[src/sv/srsp_pkg.sv]
// Shared types, codes and constants for the snapshot record stream parser.
// No dependencies; imported by srsp_core and snapshot_record_stream_parser_top.
package srsp_pkg;

  // default width of the string length and element counters
  localparam int COUNT_BITS_DEF = 64;

  // parse phases
  typedef enum logic [3:0] {
    PH_HEADER    = 4'd0,
    PH_OPCODE    = 4'd1,
    PH_LEN_FIRST = 4'd2,
    PH_LEN_MORE  = 4'd3,
    PH_STRING    = 4'd4,
    PH_EXPIRY    = 4'd5,
    PH_SCORE     = 4'd6,
    PH_TRAILER   = 4'd7,
    PH_HALT      = 4'd8
  } phase_t;

  // what a decoded length is used for
  typedef enum logic [1:0] {
    LP_DROP   = 2'd0,
    LP_STRING = 2'd1,
    LP_COUNT  = 2'd2
  } lpurp_t;

  // result event codes
  localparam logic [2:0] EV_BYTE    = 3'd0;
  localparam logic [2:0] EV_EMPTY   = 3'd1;
  localparam logic [2:0] EV_SCORE   = 3'd2;
  localparam logic [2:0] EV_REC_END = 3'd3;
  localparam logic [2:0] EV_DONE    = 3'd4;
  localparam logic [2:0] EV_ERROR   = 3'd5;

  // string roles
  localparam logic [2:0] ROLE_KEY    = 3'd0;
  localparam logic [2:0] ROLE_VALUE  = 3'd1;
  localparam logic [2:0] ROLE_LIST   = 3'd2;
  localparam logic [2:0] ROLE_HFIELD = 3'd3;
  localparam logic [2:0] ROLE_HVALUE = 3'd4;
  localparam logic [2:0] ROLE_MEMBER = 3'd5;

  // record kinds
  localparam logic [1:0] KIND_STRING = 2'd0;
  localparam logic [1:0] KIND_LIST   = 2'd1;
  localparam logic [1:0] KIND_HASH   = 2'd2;
  localparam logic [1:0] KIND_ZSET   = 2'd3;

  // error codes
  localparam logic [2:0] ERR_NONE   = 3'd0;
  localparam logic [2:0] ERR_MAGIC  = 3'd1;
  localparam logic [2:0] ERR_LENGTH = 3'd2;
  localparam logic [2:0] ERR_TYPE   = 3'd3;
  localparam logic [2:0] ERR_TRUNC  = 3'd4;

  // opcodes and type bytes
  localparam logic [7:0] OP_EOF      = 8'hFF;
  localparam logic [7:0] OP_SELECTDB = 8'hFE;
  localparam logic [7:0] OP_EXPIRY   = 8'hFC;
  localparam logic [7:0] OP_T_STRING = 8'h00;
  localparam logic [7:0] OP_T_LIST   = 8'h01;
  localparam logic [7:0] OP_T_HASH   = 8'h04;
  localparam logic [7:0] OP_T_ZSET   = 8'h05;

  // length prefix codes
  localparam logic [7:0] LEN_32BIT   = 8'h80;
  localparam logic [7:0] LEN_64BIT   = 8'h81;
  localparam logic [7:0] LEN_LOW6    = 8'h3F;

  localparam logic [3:0] HEADER_LEN = 4'd9;
  localparam logic [3:0] MAGIC_LEN  = 4'd5;

  // one result transaction
  typedef struct packed {
    logic [2:0]  event_res;
    logic [7:0]  payload_byte;
    logic [2:0]  string_role;
    logic        string_last;
    logic        record_last;
    logic [1:0]  value_kind;
    logic [63:0] score_bits;
    logic        expiry_valid;
    logic [63:0] expiry_ms;
    logic [2:0]  error_code;
  } result_t;

  // ascii magic bytes of the header
  function automatic logic [7:0] magic_byte(input logic [2:0] idx);
    logic [7:0] val;
    case (idx)
      3'd0:    val = 8'h52;
      3'd1:    val = 8'h45;
      3'd2:    val = 8'h44;
      3'd3:    val = 8'h49;
      3'd4:    val = 8'h53;
      default: val = 8'h00;
    endcase
    return val;
  endfunction

endpackage

[src/sv/snapshot_record_stream_parser_top.sv]
// Snapshot record stream parser: input byte register, parser core, result register.
// Depends on srsp_pkg and srsp_core.
//
// Usage:
//   Input channel (in_valid / in_stall) carries one stream byte per transaction
//   with stream_end marking the last byte; the parser restarts after it.
//   Output channel (out_valid / out_stall) carries zero or one result per byte:
//   string bytes tagged by role, empty strings, scores, record ends, file done
//   or an error code.
//   Path: a byte that gives a result passes the input register and then the
//   result register before it shows on the output.
//   Throughput: one byte per cycle unless a stalled result holds it; the parser core
//   decodes a byte in a single pass through its next-state logic, so a new byte
//   may follow every cycle. A byte with no result never waits on the output side.
//   Stall: while the result register holds a result that the receiver stalls,
//   a byte that would give a result waits in the input register and in_stall
//   is raised; a byte with no result still passes.
//   Reset (rst, synchronous) returns the parser to the header phase and empties
//   both registers.
module snapshot_record_stream_parser_top
  import srsp_pkg::*;
#(
  parameter int COUNT_BITS = COUNT_BITS_DEF
) (
  input  logic        clk,
  input  logic        rst,
  input  logic        in_valid,
  output logic        in_stall,
  input  logic [7:0]  data_byte,
  input  logic        stream_end,
  output logic        out_valid,
  input  logic        out_stall,
  output logic [2:0]  event_res,
  output logic [7:0]  payload_byte,
  output logic [2:0]  string_role,
  output logic        string_last,
  output logic        record_last,
  output logic [1:0]  value_kind,
  output logic [63:0] score_bits,
  output logic        expiry_valid,
  output logic [63:0] expiry_ms,
  output logic [2:0]  error_code
);

  logic       in_reg_valid;
  logic [7:0] in_reg_byte;
  logic       in_reg_end;
  logic       res_has;
  result_t    res;
  result_t    out_reg;
  logic       out_free;
  logic       fire;

  // handshake: core consumes a byte when it gives no result or its result has a place to go
  assign out_free = !out_valid || !out_stall;
  assign fire     = in_reg_valid && (!res_has || out_free);
  assign in_stall = in_reg_valid && !fire;

  // input byte register
  always_ff @(posedge clk) begin
    if (rst) begin
      in_reg_valid <= 1'b0;
    end else if (in_valid && !in_stall) begin
      in_reg_valid <= 1'b1;
    end else if (fire) begin
      in_reg_valid <= 1'b0;
    end
  end

  always_ff @(posedge clk) begin
    if (in_valid && !in_stall) begin
      in_reg_byte <= data_byte;
      in_reg_end  <= stream_end;
    end
  end

  // parser core
  srsp_core #(
    .COUNT_BITS (COUNT_BITS)
  ) u_core (
    .clk        (clk),
    .rst        (rst),
    .fire       (fire),
    .data_byte  (in_reg_byte),
    .stream_end (in_reg_end),
    .res_has    (res_has),
    .res        (res)
  );

  // result register
  always_ff @(posedge clk) begin
    if (rst) begin
      out_valid <= 1'b0;
    end else if (fire && res_has) begin
      out_valid <= 1'b1;
    end else if (!out_stall) begin
      out_valid <= 1'b0;
    end
  end

  always_ff @(posedge clk) begin
    if (fire && res_has) begin
      out_reg <= res;
    end
  end

  // result fields
  assign event_res    = out_reg.event_res;
  assign payload_byte = out_reg.payload_byte;
  assign string_role  = out_reg.string_role;
  assign string_last  = out_reg.string_last;
  assign record_last  = out_reg.record_last;
  assign value_kind   = out_reg.value_kind;
  assign score_bits   = out_reg.score_bits;
  assign expiry_valid = out_reg.expiry_valid;
  assign expiry_ms    = out_reg.expiry_ms;
  assign error_code   = out_reg.error_code;

endmodule

[src/sv/srsp_core.sv]
// Parser state and per-byte decode logic for the snapshot record stream parser.
// Depends on srsp_pkg; instantiated by snapshot_record_stream_parser_top.
module srsp_core
  import srsp_pkg::*;
#(
  parameter int COUNT_BITS = COUNT_BITS_DEF
) (
  input  logic        clk,
  input  logic        rst,
  input  logic        fire,
  input  logic [7:0]  data_byte,
  input  logic        stream_end,
  output logic        res_has,
  output result_t     res
);

  // state registers
  phase_t                  phase, phase_next;
  logic [3:0]              hdr_pos, hdr_pos_next;
  logic                    magic_ok, magic_ok_next;
  logic [3:0]              prefix_left, prefix_left_next;
  logic [63:0]             length_value, length_value_next;
  lpurp_t                  length_purpose, length_purpose_next;
  logic [COUNT_BITS-1:0]   str_left, str_left_next;
  logic [COUNT_BITS-1:0]   elem_left, elem_left_next;
  logic [1:0]              record_type, record_type_next;
  logic [2:0]              cur_role, cur_role_next;
  logic [2:0]              word_idx, word_idx_next;
  logic [63:0]             word_acc, word_acc_next;
  logic [63:0]             pend_exp, pend_exp_next;
  logic                    pend_exp_valid, pend_exp_valid_next;

  // next-state and result decode for one byte
  always_comb begin
    logic [63:0] lv_new;
    logic [63:0] acc_new;
    logic        len_done;
    logic        str_done;
    logic        elem_done;
    logic [2:0]  elem_role;
    logic        rec_end;
    logic        err_set;
    logic [2:0]  err_code;
    logic        was_halted;
    logic        too_wide;

    phase_next          = phase;
    hdr_pos_next        = hdr_pos;
    magic_ok_next       = magic_ok;
    prefix_left_next    = prefix_left;
    length_value_next   = length_value;
    length_purpose_next = length_purpose;
    str_left_next       = str_left;
    elem_left_next      = elem_left;
    record_type_next    = record_type;
    cur_role_next       = cur_role;
    word_idx_next       = word_idx;
    word_acc_next       = word_acc;
    pend_exp_next       = pend_exp;
    pend_exp_valid_next = pend_exp_valid;

    res        = '0;
    res_has    = 1'b0;
    lv_new     = length_value;
    len_done   = 1'b0;
    str_done   = 1'b0;
    elem_done  = 1'b0;
    elem_role  = ROLE_LIST;
    rec_end    = 1'b0;
    err_set    = 1'b0;
    err_code   = ERR_NONE;
    was_halted = 1'b0;

    // little-endian word with the current byte placed in its lane
    for (int i = 0; i < 8; i++) begin
      acc_new[8*i +: 8] = (word_idx == 3'(i)) ? data_byte : word_acc[8*i +: 8];
    end

    // main phase decode
    unique case (phase)
      PH_HEADER: begin
        if (hdr_pos < MAGIC_LEN && data_byte != magic_byte(hdr_pos[2:0])) begin
          magic_ok_next = 1'b0;
        end
        hdr_pos_next = hdr_pos + 4'd1;
        if (hdr_pos_next >= HEADER_LEN) begin
          if (!magic_ok_next) begin
            err_set  = 1'b1;
            err_code = ERR_MAGIC;
          end else begin
            phase_next = PH_OPCODE;
          end
        end
      end
      PH_OPCODE: begin
        unique case (data_byte)
          OP_EOF: begin
            word_idx_next = 3'd0;
            word_acc_next = '0;
            phase_next    = PH_TRAILER;
          end
          OP_SELECTDB: begin
            length_purpose_next = LP_DROP;
            phase_next          = PH_LEN_FIRST;
          end
          OP_EXPIRY: begin
            word_idx_next = 3'd0;
            word_acc_next = '0;
            phase_next    = PH_EXPIRY;
          end
          OP_T_STRING, OP_T_LIST, OP_T_HASH, OP_T_ZSET: begin
            case (data_byte)
              OP_T_STRING: record_type_next = KIND_STRING;
              OP_T_LIST:   record_type_next = KIND_LIST;
              OP_T_HASH:   record_type_next = KIND_HASH;
              default:     record_type_next = KIND_ZSET;
            endcase
            cur_role_next       = ROLE_KEY;
            length_purpose_next = LP_STRING;
            phase_next          = PH_LEN_FIRST;
          end
          default: begin
            err_set  = 1'b1;
            err_code = ERR_TYPE;
          end
        endcase
      end
      PH_LEN_FIRST: begin
        if (data_byte[7:6] == 2'b00) begin
          lv_new            = {56'd0, data_byte & LEN_LOW6};
          length_value_next = lv_new;
          len_done          = 1'b1;
        end else if (data_byte[7:6] == 2'b01) begin
          length_value_next = {56'd0, data_byte & LEN_LOW6};
          prefix_left_next  = 4'd1;
          phase_next        = PH_LEN_MORE;
        end else if (data_byte == LEN_32BIT || data_byte == LEN_64BIT) begin
          length_value_next = '0;
          prefix_left_next  = (data_byte == LEN_32BIT) ? 4'd4 : 4'd8;
          phase_next        = PH_LEN_MORE;
        end else begin
          err_set  = 1'b1;
          err_code = ERR_LENGTH;
        end
      end
      PH_LEN_MORE: begin
        lv_new            = {length_value[55:0], data_byte};
        length_value_next = lv_new;
        if (prefix_left != 4'd0) begin
          prefix_left_next = prefix_left - 4'd1;
        end
        if (prefix_left_next == 4'd0) begin
          len_done = 1'b1;
        end
      end
      PH_STRING: begin
        res_has          = 1'b1;
        res.event_res    = EV_BYTE;
        res.payload_byte = data_byte;
        res.string_role  = cur_role;
        res.value_kind   = record_type;
        str_left_next    = str_left - 1'b1;
        if (str_left_next == '0) begin
          res.string_last = 1'b1;
          str_done        = 1'b1;
        end
      end
      PH_EXPIRY: begin
        word_acc_next = acc_new;
        word_idx_next = word_idx + 3'd1;
        if (word_idx == 3'd7) begin
          pend_exp_next       = acc_new;
          pend_exp_valid_next = 1'b1;
          phase_next          = PH_OPCODE;
        end
      end
      PH_SCORE: begin
        word_acc_next = acc_new;
        word_idx_next = word_idx + 3'd1;
        if (word_idx == 3'd7) begin
          res_has        = 1'b1;
          res.event_res  = EV_SCORE;
          res.value_kind = record_type;
          res.score_bits = acc_new;
          elem_done      = 1'b1;
          elem_role      = ROLE_MEMBER;
        end
      end
      PH_TRAILER: begin
        word_acc_next = acc_new;
        word_idx_next = word_idx + 3'd1;
        if (word_idx == 3'd7) begin
          res_has       = 1'b1;
          res.event_res = EV_DONE;
          phase_next    = PH_HALT;
        end
      end
      default: begin
        was_halted = 1'b1;
      end
    endcase

    // a complete length: string, element count or dropped db number
    too_wide = (lv_new >> COUNT_BITS) != 64'd0;
    if (len_done) begin
      unique case (length_purpose)
        LP_STRING: begin
          if (too_wide) begin
            err_set  = 1'b1;
            err_code = ERR_LENGTH;
          end else if (lv_new == 64'd0) begin
            res_has         = 1'b1;
            res.event_res   = EV_EMPTY;
            res.string_role = cur_role;
            res.string_last = 1'b1;
            res.value_kind  = record_type;
            str_done        = 1'b1;
          end else begin
            str_left_next = lv_new[COUNT_BITS-1:0];
            phase_next    = PH_STRING;
          end
        end
        LP_COUNT: begin
          if (too_wide) begin
            err_set  = 1'b1;
            err_code = ERR_LENGTH;
          end else if (lv_new == 64'd0) begin
            res_has        = 1'b1;
            res.event_res  = EV_REC_END;
            res.value_kind = record_type;
            rec_end        = 1'b1;
            phase_next     = PH_OPCODE;
          end else begin
            elem_left_next = lv_new[COUNT_BITS-1:0];
            unique case (record_type)
              KIND_HASH: cur_role_next = ROLE_HFIELD;
              KIND_ZSET: cur_role_next = ROLE_MEMBER;
              default:   cur_role_next = ROLE_LIST;
            endcase
            length_purpose_next = LP_STRING;
            phase_next          = PH_LEN_FIRST;
          end
        end
        default: begin
          phase_next = PH_OPCODE;
        end
      endcase
    end

    // what follows the end of a string of the current role
    if (str_done) begin
      unique case (cur_role)
        ROLE_KEY: begin
          if (record_type == KIND_STRING) begin
            cur_role_next = ROLE_VALUE;
          end
          length_purpose_next = (record_type == KIND_STRING) ? LP_STRING : LP_COUNT;
          phase_next          = PH_LEN_FIRST;
        end
        ROLE_LIST: begin
          elem_done = 1'b1;
          elem_role = ROLE_LIST;
        end
        ROLE_HFIELD: begin
          cur_role_next       = ROLE_HVALUE;
          length_purpose_next = LP_STRING;
          phase_next          = PH_LEN_FIRST;
        end
        ROLE_HVALUE: begin
          elem_done = 1'b1;
          elem_role = ROLE_HFIELD;
        end
        ROLE_MEMBER: begin
          word_idx_next = 3'd0;
          word_acc_next = '0;
          phase_next    = PH_SCORE;
        end
        default: begin
          phase_next = PH_OPCODE;
          rec_end    = 1'b1;
        end
      endcase
    end

    // one element or pair of a collection finished
    if (elem_done) begin
      elem_left_next = elem_left - 1'b1;
      if (elem_left_next == '0) begin
        phase_next = PH_OPCODE;
        rec_end    = 1'b1;
      end else begin
        cur_role_next       = elem_role;
        length_purpose_next = LP_STRING;
        phase_next          = PH_LEN_FIRST;
      end
    end

    // record end carries the pending expiry
    if (rec_end) begin
      res.record_last     = 1'b1;
      res.expiry_valid    = pend_exp_valid;
      res.expiry_ms       = pend_exp_valid ? pend_exp : 64'd0;
      pend_exp_next       = '0;
      pend_exp_valid_next = 1'b0;
    end

    // error result halts the parser
    if (err_set) begin
      res            = '0;
      res.event_res  = EV_ERROR;
      res.error_code = err_code;
      res_has        = 1'b1;
      phase_next     = PH_HALT;
    end

    // end of input: truncation error unless halted by a done or error result, then restart
    if (stream_end) begin
      if (!was_halted && phase_next != PH_HALT) begin
        res            = '0;
        res.event_res  = EV_ERROR;
        res.error_code = ERR_TRUNC;
        res_has        = 1'b1;
      end
      phase_next          = PH_HEADER;
      hdr_pos_next        = '0;
      magic_ok_next       = 1'b1;
      prefix_left_next    = '0;
      length_value_next   = '0;
      length_purpose_next = LP_DROP;
      str_left_next       = '0;
      elem_left_next      = '0;
      record_type_next    = KIND_STRING;
      cur_role_next       = ROLE_KEY;
      word_idx_next       = '0;
      word_acc_next       = '0;
      pend_exp_next       = '0;
      pend_exp_valid_next = 1'b0;
    end
  end

  // state update, one byte per fire
  always_ff @(posedge clk) begin
    if (rst) begin
      phase          <= PH_HEADER;
      hdr_pos        <= '0;
      magic_ok       <= 1'b1;
      prefix_left    <= '0;
      length_value   <= '0;
      length_purpose <= LP_DROP;
      str_left       <= '0;
      elem_left      <= '0;
      record_type    <= KIND_STRING;
      cur_role       <= ROLE_KEY;
      word_idx       <= '0;
      word_acc       <= '0;
      pend_exp       <= '0;
      pend_exp_valid <= 1'b0;
    end else if (fire) begin
      phase          <= phase_next;
      hdr_pos        <= hdr_pos_next;
      magic_ok       <= magic_ok_next;
      prefix_left    <= prefix_left_next;
      length_value   <= length_value_next;
      length_purpose <= length_purpose_next;
      str_left       <= str_left_next;
      elem_left      <= elem_left_next;
      record_type    <= record_type_next;
      cur_role       <= cur_role_next;
      word_idx       <= word_idx_next;
      word_acc       <= word_acc_next;
      pend_exp       <= pend_exp_next;
      pend_exp_valid <= pend_exp_valid_next;
    end
  end

endmodule

[config.mk]
export PLATFORM = sky130hd
export DESIGN_NAME = snapshot_record_stream_parser_top
export DESIGN_NICKNAME = d
export VERILOG_FILES = /design/src/sv/srsp_pkg.sv /design/src/sv/snapshot_record_stream_parser_top.sv /design/src/sv/srsp_core.sv
export SDC_FILE = /design/constraint.sdc
export NUM_CORES = 1
export LEC_CHECK = 0
export BUFFER_PORTS_ARGS = -buffer_cell sky130_fd_sc_hd__buf_4
export CAP_MARGIN = 20
export CORE_ASPECT_RATIO = 0.6
export CORE_UTILIZATION = 40
export CTS_CLUSTER_DIAMETER = 120
export DETAILED_ROUTE_END_ITERATION = 10
export PLACE_DENSITY = 0.64
export SLEW_MARGIN = 10
export SYNTH_ARGS = -nofsm -noshare
export SYNTH_HDL_FRONTEND = slang
export SYNTH_SLANG_ARGS = --single-unit
[constraint.sdc]
create_clock -name clk -period 17.25 [get_ports clk]
set_clock_uncertainty 0.15 [all_clocks]
set_input_delay 3.45 -clock clk [delete_from_list [all_inputs] [get_ports clk]]
set_output_delay 3.45 -clock clk [all_outputs]
set_load 0.01 [all_outputs]
# Word-level counts from Yosys, hierarchy flattened
# Index checks and enable logic that the tools add are counted.
# totals
ramBits	0
memories	0
latchBits	0
rom_bits	0
in_bits	13
elab_cells	305
out_inout_bits	152
reg_bits	505
# classes
mux	176
div	0
order_cmp	2
reduce_logical	52
mul	0
bitwise	0
n_addsub	5
shifts	0
eq_ne	42
# op_table
operator	n
64-bit 2-to-1 mux	25
150-bit 2-to-1 mux	3
64-bit one-hot mux with 2 select lines	3
64-bit zero test	3
64-bit by 1-bit subtractor with 64-bit output, second input constant	2
4-bit 2-to-1 mux	25
3-bit 2-to-1 mux	24
8-bit 2-to-1 mux	9
66-bit 2-to-1 mux	1
65-bit 2-to-1 mux	1
1-bit 2-to-1 mux	44
8-bit equality test, second input constant	5
2-bit 2-to-1 mux	20
3-bit one-hot mux with 2 select lines	6
7-bit one-hot mux with 5 select lines	1
4-bit one-hot mux with 3 select lines	2
3-bit equality test, second input constant	7
4-bit one-hot mux with 5 select lines	1
3-bit by 2-bit equality test with 1-bit output, second input constant	6
4-bit by 3-bit equality test with 1-bit output, second input constant	4
8-bit by 3-bit equality test with 1-bit output, second input constant	2
4-bit one-hot mux with 2 select lines	2
3-bit nonzero test	5
12-bit 2-to-1 mux	1
40 further kinds	75

# Longest topological paths before layout
# Gate-level depths: netlist of run 1.
# logic_depth
ltp_word	29
mapped_depth	17

# Modules after synthesis
# From an unflattened synthesis of run 1, not the netlist that was laid out.
# hier_totals
hier_cells	3003
hier_area_um2	26350.3
# by_module_without_submodules
mod	seq_area_each_um2	instances	area_per_inst_um2	cells_each
srsp_core	6886.6	1	21483.1	2831
snapshot_record_stream_parser_top	4814.6	1	4867.2	172

# Worst setup path before layout of run 1
# No wires, ideal clock.
# synth_path
path_type	input port to flip-flop
from	in out_stall
to	reg out_reg, in the netlist error_code[0], enable pin
setup_time_ns	0.662
path_stages	6
required_time_ns	16.438
arrival_time_ns	10.543
path_slack_ns	5.894
cell_sequence	nand2_1 -> o21ai_1 -> clkbuf_1 -> buf_1 -> clkbuf_1 -> nor2_1
# synth_between
elab_chain_len	5
# synth_rtl
item	line_no	source
start: declaration	snapshot_record_stream_parser_top.sv:32	input logic out_stall,
1-bit zero test	-	
1-bit logical OR	snapshot_record_stream_parser_top.sv:55	assign out_free = !out_valid || !out_stall;
1-bit logical OR	snapshot_record_stream_parser_top.sv:56	assign fire = in_reg_valid && (!res_has || out_free);
1-bit logical AND	snapshot_record_stream_parser_top.sv:56	
1-bit logical AND	snapshot_record_stream_parser_top.sv:102	if (fire && res_has) begin
end signal: assignment	snapshot_record_stream_parser_top.sv:103	out_reg <= res;
end: declaration	snapshot_record_stream_parser_top.sv:50	result_t out_reg;
# Every way passes these cells.
# A chain may end at the register's enable or synchronous reset.

# Worst setup path after layout of run 1
# layout_path
from	reg in_reg_byte[4]
to	out in_stall
# layout_between
elab_chain_len	23
elab_cells_between_ends	58
# layout_rtl
item	line_no	source
start: declaration	snapshot_record_stream_parser_top.sv:46	logic [7:0] in_reg_byte;
start signal: assignment	snapshot_record_stream_parser_top.sv:72	in_reg_byte <= data_byte;
8-bit != test	srsp_core.sv:82	if (hdr_pos < MAGIC_LEN && data_byte != magic_byte(hdr_pos[2:0])) begin
1-bit logical AND	srsp_core.sv:82	
1-bit 2-to-1 mux	srsp_core.sv:82	
1-bit 2-to-1 mux	srsp_core.sv:80	unique case (phase)
4-bit 2-to-1 mux	srsp_core.sv:87	if (!magic_ok_next) begin
4-bit 2-to-1 mux	srsp_core.sv:86	if (hdr_pos_next >= HEADER_LEN) begin
4-bit one-hot mux with 5 select lines	srsp_core.sv:80	
4-bit 2-to-1 mux	srsp_core.sv:211	end else if (lv_new == 64'd0) begin
[7 not listed]	-	
1-bit logical AND	srsp_core.sv:318	if (!was_halted && phase_next != PH_HALT) begin
1-bit 2-to-1 mux	srsp_core.sv:318	
1-bit 2-to-1 mux *	srsp_core.sv:317	if (stream_end) begin
1-bit zero test *	snapshot_record_stream_parser_top.sv:56	
1-bit logical OR *	snapshot_record_stream_parser_top.sv:56	
1-bit logical AND *	snapshot_record_stream_parser_top.sv:56	
1-bit zero test *	snapshot_record_stream_parser_top.sv:57	assign in_stall = in_reg_valid && !fire;
1-bit logical AND *	snapshot_record_stream_parser_top.sv:57	
end: declaration	snapshot_record_stream_parser_top.sv:28	output logic in_stall,
# Every way passes the cells marked *; elsewhere a longest branch is shown, timed or not. The select of a mux whose other input is x is not followed.

==> results.json, run 1 <==
{
  "status": "finished, violations left",
  "violations": "DRC",
  "r2r_cells": 11,
  "die_h_um": 198,
  "rsz0062_at_grt": "false",
  "worstMarginPinSlew_ns": 1.29,
  "drtIter0Drc": 3954,
  "firstDrtPassIters": 10,
  "ff2ff_setup_slack_ns": 10.61,
  "grt-ovfl-total": 0,
  "dp_hpwl_um": 65600,
  "cts_tree": "built",
  "p_per_area_nw_per_um2": 84.8,
  "arrival_ns": 4.36,
  "port_buffers": 164,
  "fill_cells": 6005,
  "synth-main-ff-cell": "dfxtp_1",
  "highest_layer": "met4",
  "hold_depth": 2,
  "synth.distinct_cells": 89,
  "synth-edff-count": 159,
  "wl_met2_um": 35300,
  "grt_max_degree": 129,
  "wl_per_cell_um": 24.6,
  "synthToLayoutAreaGrowth_pct": 13.0,
  "die_w_um": 329,
  "crit_path_end_kind": "output port",
  "coreArea_sq_um": 63100,
  "pre_cts_ws_ns": 9.60,
  "syn-cell-area_sq_um": 25700,
  "cts_made_buffers": 47,
  "clock_sinks": 505,
  "pin_count": 165,
  "drive_gt1_share_pct": 11.6,
  "cts_resized": 0,
  "hold_violations": 0,
  "ir_worst_vdd_uv": 69.0,
  "floorplan.initialDensity_pct": 40.7,
  "post_cts_buffers": 0,
  "ys.warnings.count": 0,
  "vias": 23988,
  "finalMaxSlewViolations": 0,
  "synth_seq_area_share_pct": 45.6,
  "ys_ff_latch": 505,
  "cp.required_ns": 13.65,
  "drc": 6,
  "nNetsFinal": 2980,
  "cap_violations": 0,
  "finalPower_uw": 2460,
  "synth.avg_cell_area_sq_um": 8.75,
  "routabilityCongestion": 1.00,
  "grt_first_pass_wirelength_um": 140000,
  "row_count": 71,
  "cts_buffer_depth": 3,
  "fin_util_pct": 46.0,
  "setup-tns-final_ns": 0,
  "total_leakage_power_uw": 0.0103,
  "holdWs_ns": 0.299,
  "vias_per_cell": 6.27,
  "ctsRootBufferMaster": "clkbuf_16",
  "setup_viol_count_final": 0,
  "fmax_mhz": 126,
  "worstSetupPathType": "reg2out",
  "hp-class": "reg2reg",
  "crit_path_start_kind": "register",
  "ctsHoldBuffers": 0,
  "routed_wl_um": 94200,
  "htree_levels": 2,
  "grt_pass1_vias": 21699,
  "relSlewSlack_pct": 14.1,
  "finalCritPeriodShare_pct": 46.2,
  "ant_nets": 0,
  "synthArstFlopShare_pct": 0,
  "insertion_delay_ns": 0.61,
  "grtUsageTotal_pct": 28.0,
  "path_clk_slew_ns": 0.06,
  "wl_met3_um": 13900,
  "die-area_sq_um": 65200,
  "crit_fanout": 15,
  "grt_antenna_before_repair": 4,
  "period_needed_ns": 7.96,
  "m1WireLength_um": 43800,
  "netlist_instances": 2934,
  "setup_slack_ns": 9.29,
  "syn_nets": 2966
}
==> per-layer routing <==
metal	track usage, %	vias to the layer above
li1	-	10762
met1	44.1	11729
met2	34.8	1400
met3	11.3	97
met4	4.36	0
met5	0	-
==> placed cells by master (no fill, tap or decap), types with 12 or more instances in the layout <==
| master | count |
|---|---|
| a2111oi_0 | 26 |
| a21oi_1 | 142 |
| a22o_1 | 24 |
| a22oi_1 | 60 |
| a31oi_1 | 14 |
| and2_1 | 79 |
| and3_1 | 13 |
| buf_4 | 201 |
| clkbuf_1 | 14 |
| clkbuf_16 | 52 |
| dfxtp_1 | 346 |
| edfxtp_1 | 159 |
| ha_1 | 19 |
| inv_1 | 43 |
| mux2i_1 | 76 |
| nand2_1 | 360 |
| nand2b_1 | 16 |
| nand3_1 | 130 |
| nand4_1 | 39 |
| nor2_1 | 277 |
| nor3_1 | 75 |
| nor4_1 | 76 |
| nor4_2 | 14 |
| nor4b_1 | 12 |
| o211ai_1 | 33 |
| o21ai_0 | 192 |
| o21ai_1 | 16 |
| o22ai_1 | 16 |
| o2bb2ai_1 | 68 |
| o31ai_1 | 14 |
| o32ai_1 | 26 |
| or2_2 | 12 |
| or3_1 | 25 |
| or4_1 | 20 |
| xnor2_1 | 69 |
| xor2_1 | 37 |
==> where the power goes <==
part	switching (uW)	internal (uW)
registers	9.77	1240
logic	73.3	27.5
clock network	494	616
total	577	1880
==> final timing paths <==
| check | endpoint | from |
|---|---|---|
| worst max-delay path | in_stall | in_reg_byte[4] |
| worst min-delay path | u_core.word_acc[61] | u_core.word_acc[61] |
| worst max register to register | expiry_ms[62] | in_reg_byte[4] |
| worst min register to register | u_core.word_acc[61] | u_core.word_acc[61] |
==> sequential cells by signal, summed over array words and instances (netlist names), 3 cells and up <==
name and count:
u_core.prefix_left 4, error_code 3, u_core.elem_left 64, u_core.cur_role 3
expiry_ms 64, u_core.phase 4, u_core.word_acc 64, in_reg_byte 8
u_core.hdr_pos 4, payload_byte 8, u_core.length_value 64, u_core.pend_exp 64
u_core.str_left 64, score_bits 64, event_res 3, string_role 3
u_core.word_idx 3
==> area by class of cell <==
type / count / area, sq um / share of cell area (%)
antenna: 2 / 5.00 / 0.0173
clock buffer: 73 / 1450 / 5.00
timing repair buffer: 205 / 1560 / 5.37
tap: 839 / 1050 / 3.62
multi-input combinational: 2144 / 12900 / 44.5
clock inverter: 15 / 165 / 0.570
sequential: 505 / 11700 / 40.4
inverter: 45 / 169 / 0.583
==> cells in the mapped netlist, drive strengths merged, types with 6 or more instances <==
cell type    n  area share, %
a2111oi     26           0.89
a211oi       8           0.25
a21oi      144            2.8
a22o        24           0.82
a22oi       60            1.8
a31oi       14           0.34
a32o         6           0.23
a32oi       11           0.38
and2        81            2.0
and3        14           0.34
buf         61            1.3
clkbuf     179            2.6
dfxtp      346             27
edfxtp     159             19
ha          19           0.93
inv         44           0.64
mux2i       76            3.0
nand2      362            5.3
nand2b      16           0.39
nand3      131            2.6
nand3b      11           0.32
nand4       39           0.95
nand4b       6           0.20
nor2       282            4.1
nor2b       11           0.27
nor3        80            1.6
nor3b        7           0.22
nor4        92            2.7
nor4b       13           0.47
o211ai      33           0.97
o21ai      209            4.1
o21bai       6           0.18
o22ai       16           0.39
o2bb2ai     68            2.3
o31ai       15           0.44
o32ai       26           0.89
o41ai        6           0.20
or2         14           0.34
or3         27           0.68
or4         21           0.63
xnor2       69            2.4
xor2        37            1.3
==> through the flow <==
step           area [sq um]  cells
2_1_floorplan         25700   2934
3_3_place_gp          27300   3731
3_5_place_dp          27300   3733
4_1_cts               28900   3821
5_1_grt               29000   3826
6_report              29000   3828
==> kinds of logic after synthesis <==
family | share of synthesized area, %
flip-flops | 45.6
adder cells (fa/ha/maj) | 0.970
AO/OA/AOI/OAI | 18.5
AND/OR/NAND/NOR | 23.6
buffers and inverters | 4.53
XOR/XNOR | 3.62
multiplexers | 3.14
==> critical path, cell delays in order, from the launching register on <==
cell and delay (ns):
edfxtp_1 0.74, or3_1 0.48, a2111oi_0 0.46, nand2_1 0.10
o31ai_1 0.45, a21oi_1 0.24, nor4_2 0.82, nand2b_1 0.23
nor2_1 0.08, buf_4 0.16
Power figures use the tool's default switching activity.
==> run 2, diff against run 1 <==
--- a/config.mk
+++ b/config.mk
@@ -5,13 +5,14 @@
 export SDC_FILE = /design/constraint.sdc
 export NUM_CORES = 1
 export LEC_CHECK = 0
+export ABC_AREA = 1
 export BUFFER_PORTS_ARGS = -buffer_cell sky130_fd_sc_hd__buf_4
 export CAP_MARGIN = 20
 export CORE_ASPECT_RATIO = 0.6
 export CORE_UTILIZATION = 40
 export CTS_CLUSTER_DIAMETER = 120
 export DETAILED_ROUTE_END_ITERATION = 10
-export PLACE_DENSITY = 0.64
+export PLACE_DENSITY = 0.65
 export SLEW_MARGIN = 10
 export SYNTH_ARGS = -nofsm -noshare
 export SYNTH_HDL_FRONTEND = slang
==> constraint.sdc (replaced) <==
create_clock -name clk -period 6.8 [get_ports clk]
set_clock_uncertainty 0.15 [all_clocks]
set_input_delay 1.36 -clock clk [delete_from_list [all_inputs] [get_ports clk]]
set_output_delay 1.36 -clock clk [all_outputs]
set_load 0.01 [all_outputs]
==> run 2 against run 1 <==
  * The flow now finishes without violations
  * Clock power rose to 2.6 times the previous value
  * Cell area up 12%
  * First-iteration DRC count up 15%
  * Die area up 13%
  * Final cell count up 37%
  * Flip-flop and latch count unchanged
  * Critical path depth up 7
  * Highest routed layer unchanged
  * Hold slack better by 0.0098 ns
==> results.json, run 2 <==
{
  "status": "finished, final reports clean",
  "synth.distinct_cells": 44,
  "rsz0062_at_grt": "false",
  "floorplan.initialDensity_pct": 40.5,
  "drive_gt1_share_pct": 9.46,
  "port_buffers": 164,
  "synthArstFlopShare_pct": 0,
  "register_area_sq_um": 11700,
  "cp-endpoint": "in_stall",
  "firstDrtPassIters": 6,
  "vias": 29666,
  "cts_tree": "built",
  "insertion_delay_ns": 0.62,
  "synthTopCellsByCount": "nand2_1 (924), nor2_1 (648), inv_1 (401), dfxtp_1 (346), o21ai_0 (319)",
  "grtUsageTotal_pct": 28.4,
  "synth_area_leaders": "dfxtp_1 (24%), edfxtp_1 (16%), nand2_1 (12%), nor2_1 (8.4%), o21ai_0 (5.5%)",
  "drtIter0Drc": 4559,
  "fill_cells": 7421,
  "synth_top_area_share_pct": 23.8,
  "worstSetupPathType": "reg2out",
  "crit_path_end_kind": "output port",
  "nNetsFinal": 4266,
  "period_needed_ns": 5.69,
  "row_count": 76,
  "crit_chain": "nor2_1 -> nand3_2 -> nand2_4 -> inv_2 -> a21oi_1 -> nand3_1 -> nor2_1 -> nand2_1 -> nor2_4 -> nand2_2 -> inv_2 -> nand2_2 -> nand3_2 -> nand2_2 -> nor2_1 -> buf_4",
  "holdWs_ns": 0.308,
  "pre_cts_ws_ns": 1.32,
  "htree_levels": 2,
  "synth-edff-count": 159,
  "wl_per_cell_um": 20.5,
  "grt_first_pass_wirelength_um": 160000,
  "finalPower_uw": 7540,
  "hold_violations": 0,
  "total_leakage_power_uw": 0.0122,
  "critPathBufInv": 3,
  "fmax_mhz": 176,
  "multi_input_area_sq_um": 14700,
  "arrival_ns": 4.18,
  "setup_viol_count_final": 0,
  "cts_buffer_depth": 3,
  "synth-main-ff-cell": "dfxtp_1",
  "setup_slack_ns": 1.11,
  "routabilityCongestion": 1.03,
  "dp_hpwl_um": 76700,
  "cts_made_buffers": 48,
  "final_cell_mix": "nand2_1 (919), nor2_1 (645), inv_1 (398)",
  "synthToLayoutAreaGrowth_pct": 11.8,
  "crit_family": "simple AND/OR/NAND/NOR gates",
  "cp.required_ns": 5.29,
  "netlist_instances": 4221,
  "ant_nets": 0,
  "syn_nets": 4253,
  "final_common_cell": "nand2_1",
  "ys.warnings.count": 0,
  "ctsHoldBuffers": 0,
  "finalMaxSlewViolations": 0,
  "worstReg2RegEnd": "u_core.length_value[51]",
  "hp-class": "reg2reg",
  "ctsRootBufferMaster": "clkbuf_16",
  "ir_worst_vdd_uv": 189,
  "yosys.area.top_type": "dfxtp_1",
  "grt_pass1_vias": 25746,
  "cp.depth": 16,
  "drc": 0,
  "clock_sinks": 505,
  "grt-ovfl-total": 0,
  "synth.avg_cell_area_sq_um": 6.89,
  "startpoint": "in_reg_byte[6]",
  "r2r-start": "in_reg_byte[6]",
  "grt_antenna_before_repair": 4,
  "relSlewSlack_pct": 26.1,
  "routed_wl_um": 108000,
  "cp_slowest_cell": "edfxtp_1",
  "vias_per_cell": 5.65,
  "worstMarginPinSlew_ns": 1.11,
  "die_h_um": 211,
  "finalCritPeriodShare_pct": 83.7,
  "post_cts_buffers": 0,
  "syn-cell-area_sq_um": 29100,
  "dpl-instance-area_sq_um": 30900,
  "synth_most_common_cell": "nand2_1",
  "grt_max_degree": 185,
  "path_clk_slew_ns": 0.07,
  "stdcell_area_sq_um": 32500,
  "die-area_sq_um": 73800,
  "cts_resized": 0,
  "setup-tns-final_ns": 0,
  "ff2ff_setup_slack_ns": 1.18,
  "crit_path_start_kind": "register",
  "pin_count": 165,
  "coreArea_sq_um": 71900,
  "r2r_cells": 22,
  "critPathMaxStageDelay_ns": 0.52,
  "die_w_um": 350,
  "cap_violations": 0,
  "synth_seq_area_share_pct": 40.2,
  "crit_fanout": 51,
  "ys_ff_latch": 505,
  "p_per_area_nw_per_um2": 232
}
==> run 2: cell count changes after synthesis, sizes merged, moves of 43 or more <==
cell / before / now
a211oi: 8 / 77
a21oi: 144 / 297
and2: 81 / 7
buf: 61 / 104
inv: 44 / 411
mux2i: 76 / 0
nand2: 362 / 935
nand4: 39 / 103
nor2: 282 / 709
nor4: 92 / 3
o211ai: 33 / 91
o21ai: 209 / 361
o2bb2ai: 68 / 0
xnor2: 69 / 18
==> run 2: final cells by class <==
cell class | instances | share of cell area [%]
well taps | 975 | 3.75
clock buffers | 63 | 3.96
inverters | 415 | 4.84
diodes | 1 | 0.00770
repair buffers | 218 | 5.27
multi-input cells | 3046 | 45.2
flip-flops and latches | 505 | 36.0
clock inverters | 23 | 0.935
==> run 2: power breakdown <==
part	leakage, uW	internal (uW)	switching [uW]
registers	0.00418	3220	113
clock network	0.000764	1570	1280
logic	0.00721	383	965
total	0.0122	5170	2360
==> run 2: logic make-up after synthesis <==
logic type	count (synthesis)	share of synthesized area, %
buffers and inverters	670	9.43
XOR/XNOR	61	1.84
flip-flops	505	40.2
AO/OA/AOI/OAI	941	18.5
adder cells (fa/ha/maj)	19	0.817
AND/OR/NAND/NOR	2025	29.2
==> run 2: per-stage QoR <==
stage                     utilization (%)  cells
after floorplan                         -   4221
after global placement               43.0   5158
after detailed placement             43.0   5158
after CTS                            45.2   5244
after global routing                 45.2   5245
final                                45.2   5246
==> run 2: worst min path at each step <==
stage	from	to	slack [ns]	depth (start not counted)
6_report	u_core.length_value[57]	u_core.length_value[57]	0.31	2
5_1_grt	u_core.word_acc[26]	u_core.word_acc[26]	0.33	2
4_1_cts	u_core.length_value[57]	u_core.length_value[57]	0.31	2
3_5_place_dp	u_core.length_value[57]	u_core.length_value[57]	0.30	2
3_3_place_gp	u_core.word_acc[56]	u_core.word_acc[56]	0.30	2
2_1_floorplan	u_core.magic_ok	u_core.magic_ok	0.28	2
==> run 2: worst register-to-register path, stage by stage, from the launching register on <==
cell and delay [ns]:
edfxtp_1 0.52, nor2_1 0.28, nand3_2 0.14, nand2_4 0.47, inv_2 0.38, a21oi_1 0.38, nand3_1 0.15, nor2_1 0.11
nand2_1 0.09, nor2_4 0.18, nand2_2 0.14, inv_2 0.09, nand2_2 0.08, nand3_2 0.09, nand2_2 0.07, nand2_4 0.09
buf_12 0.55, nor2_2 0.05, buf_4 0.30, inv_2 0.25, buf_4 0.61, o21ai_0 0.20, a21oi_1 0.17
==> run 2: per-layer routing <==
| layer | vias to the layer above | track usage [%] | wire length [um] |
|---|---|---|---|
| met3 | 89 | 11.1 | 16700 |
| met4 | 0 | 4.16 | 1180 |
| li1 | 14025 | - | - |
| met5 | - | 0 | 0 |
| met1 | 13852 | 46.2 | 51600 |
| met2 | 1700 | 33.6 | 38200 |
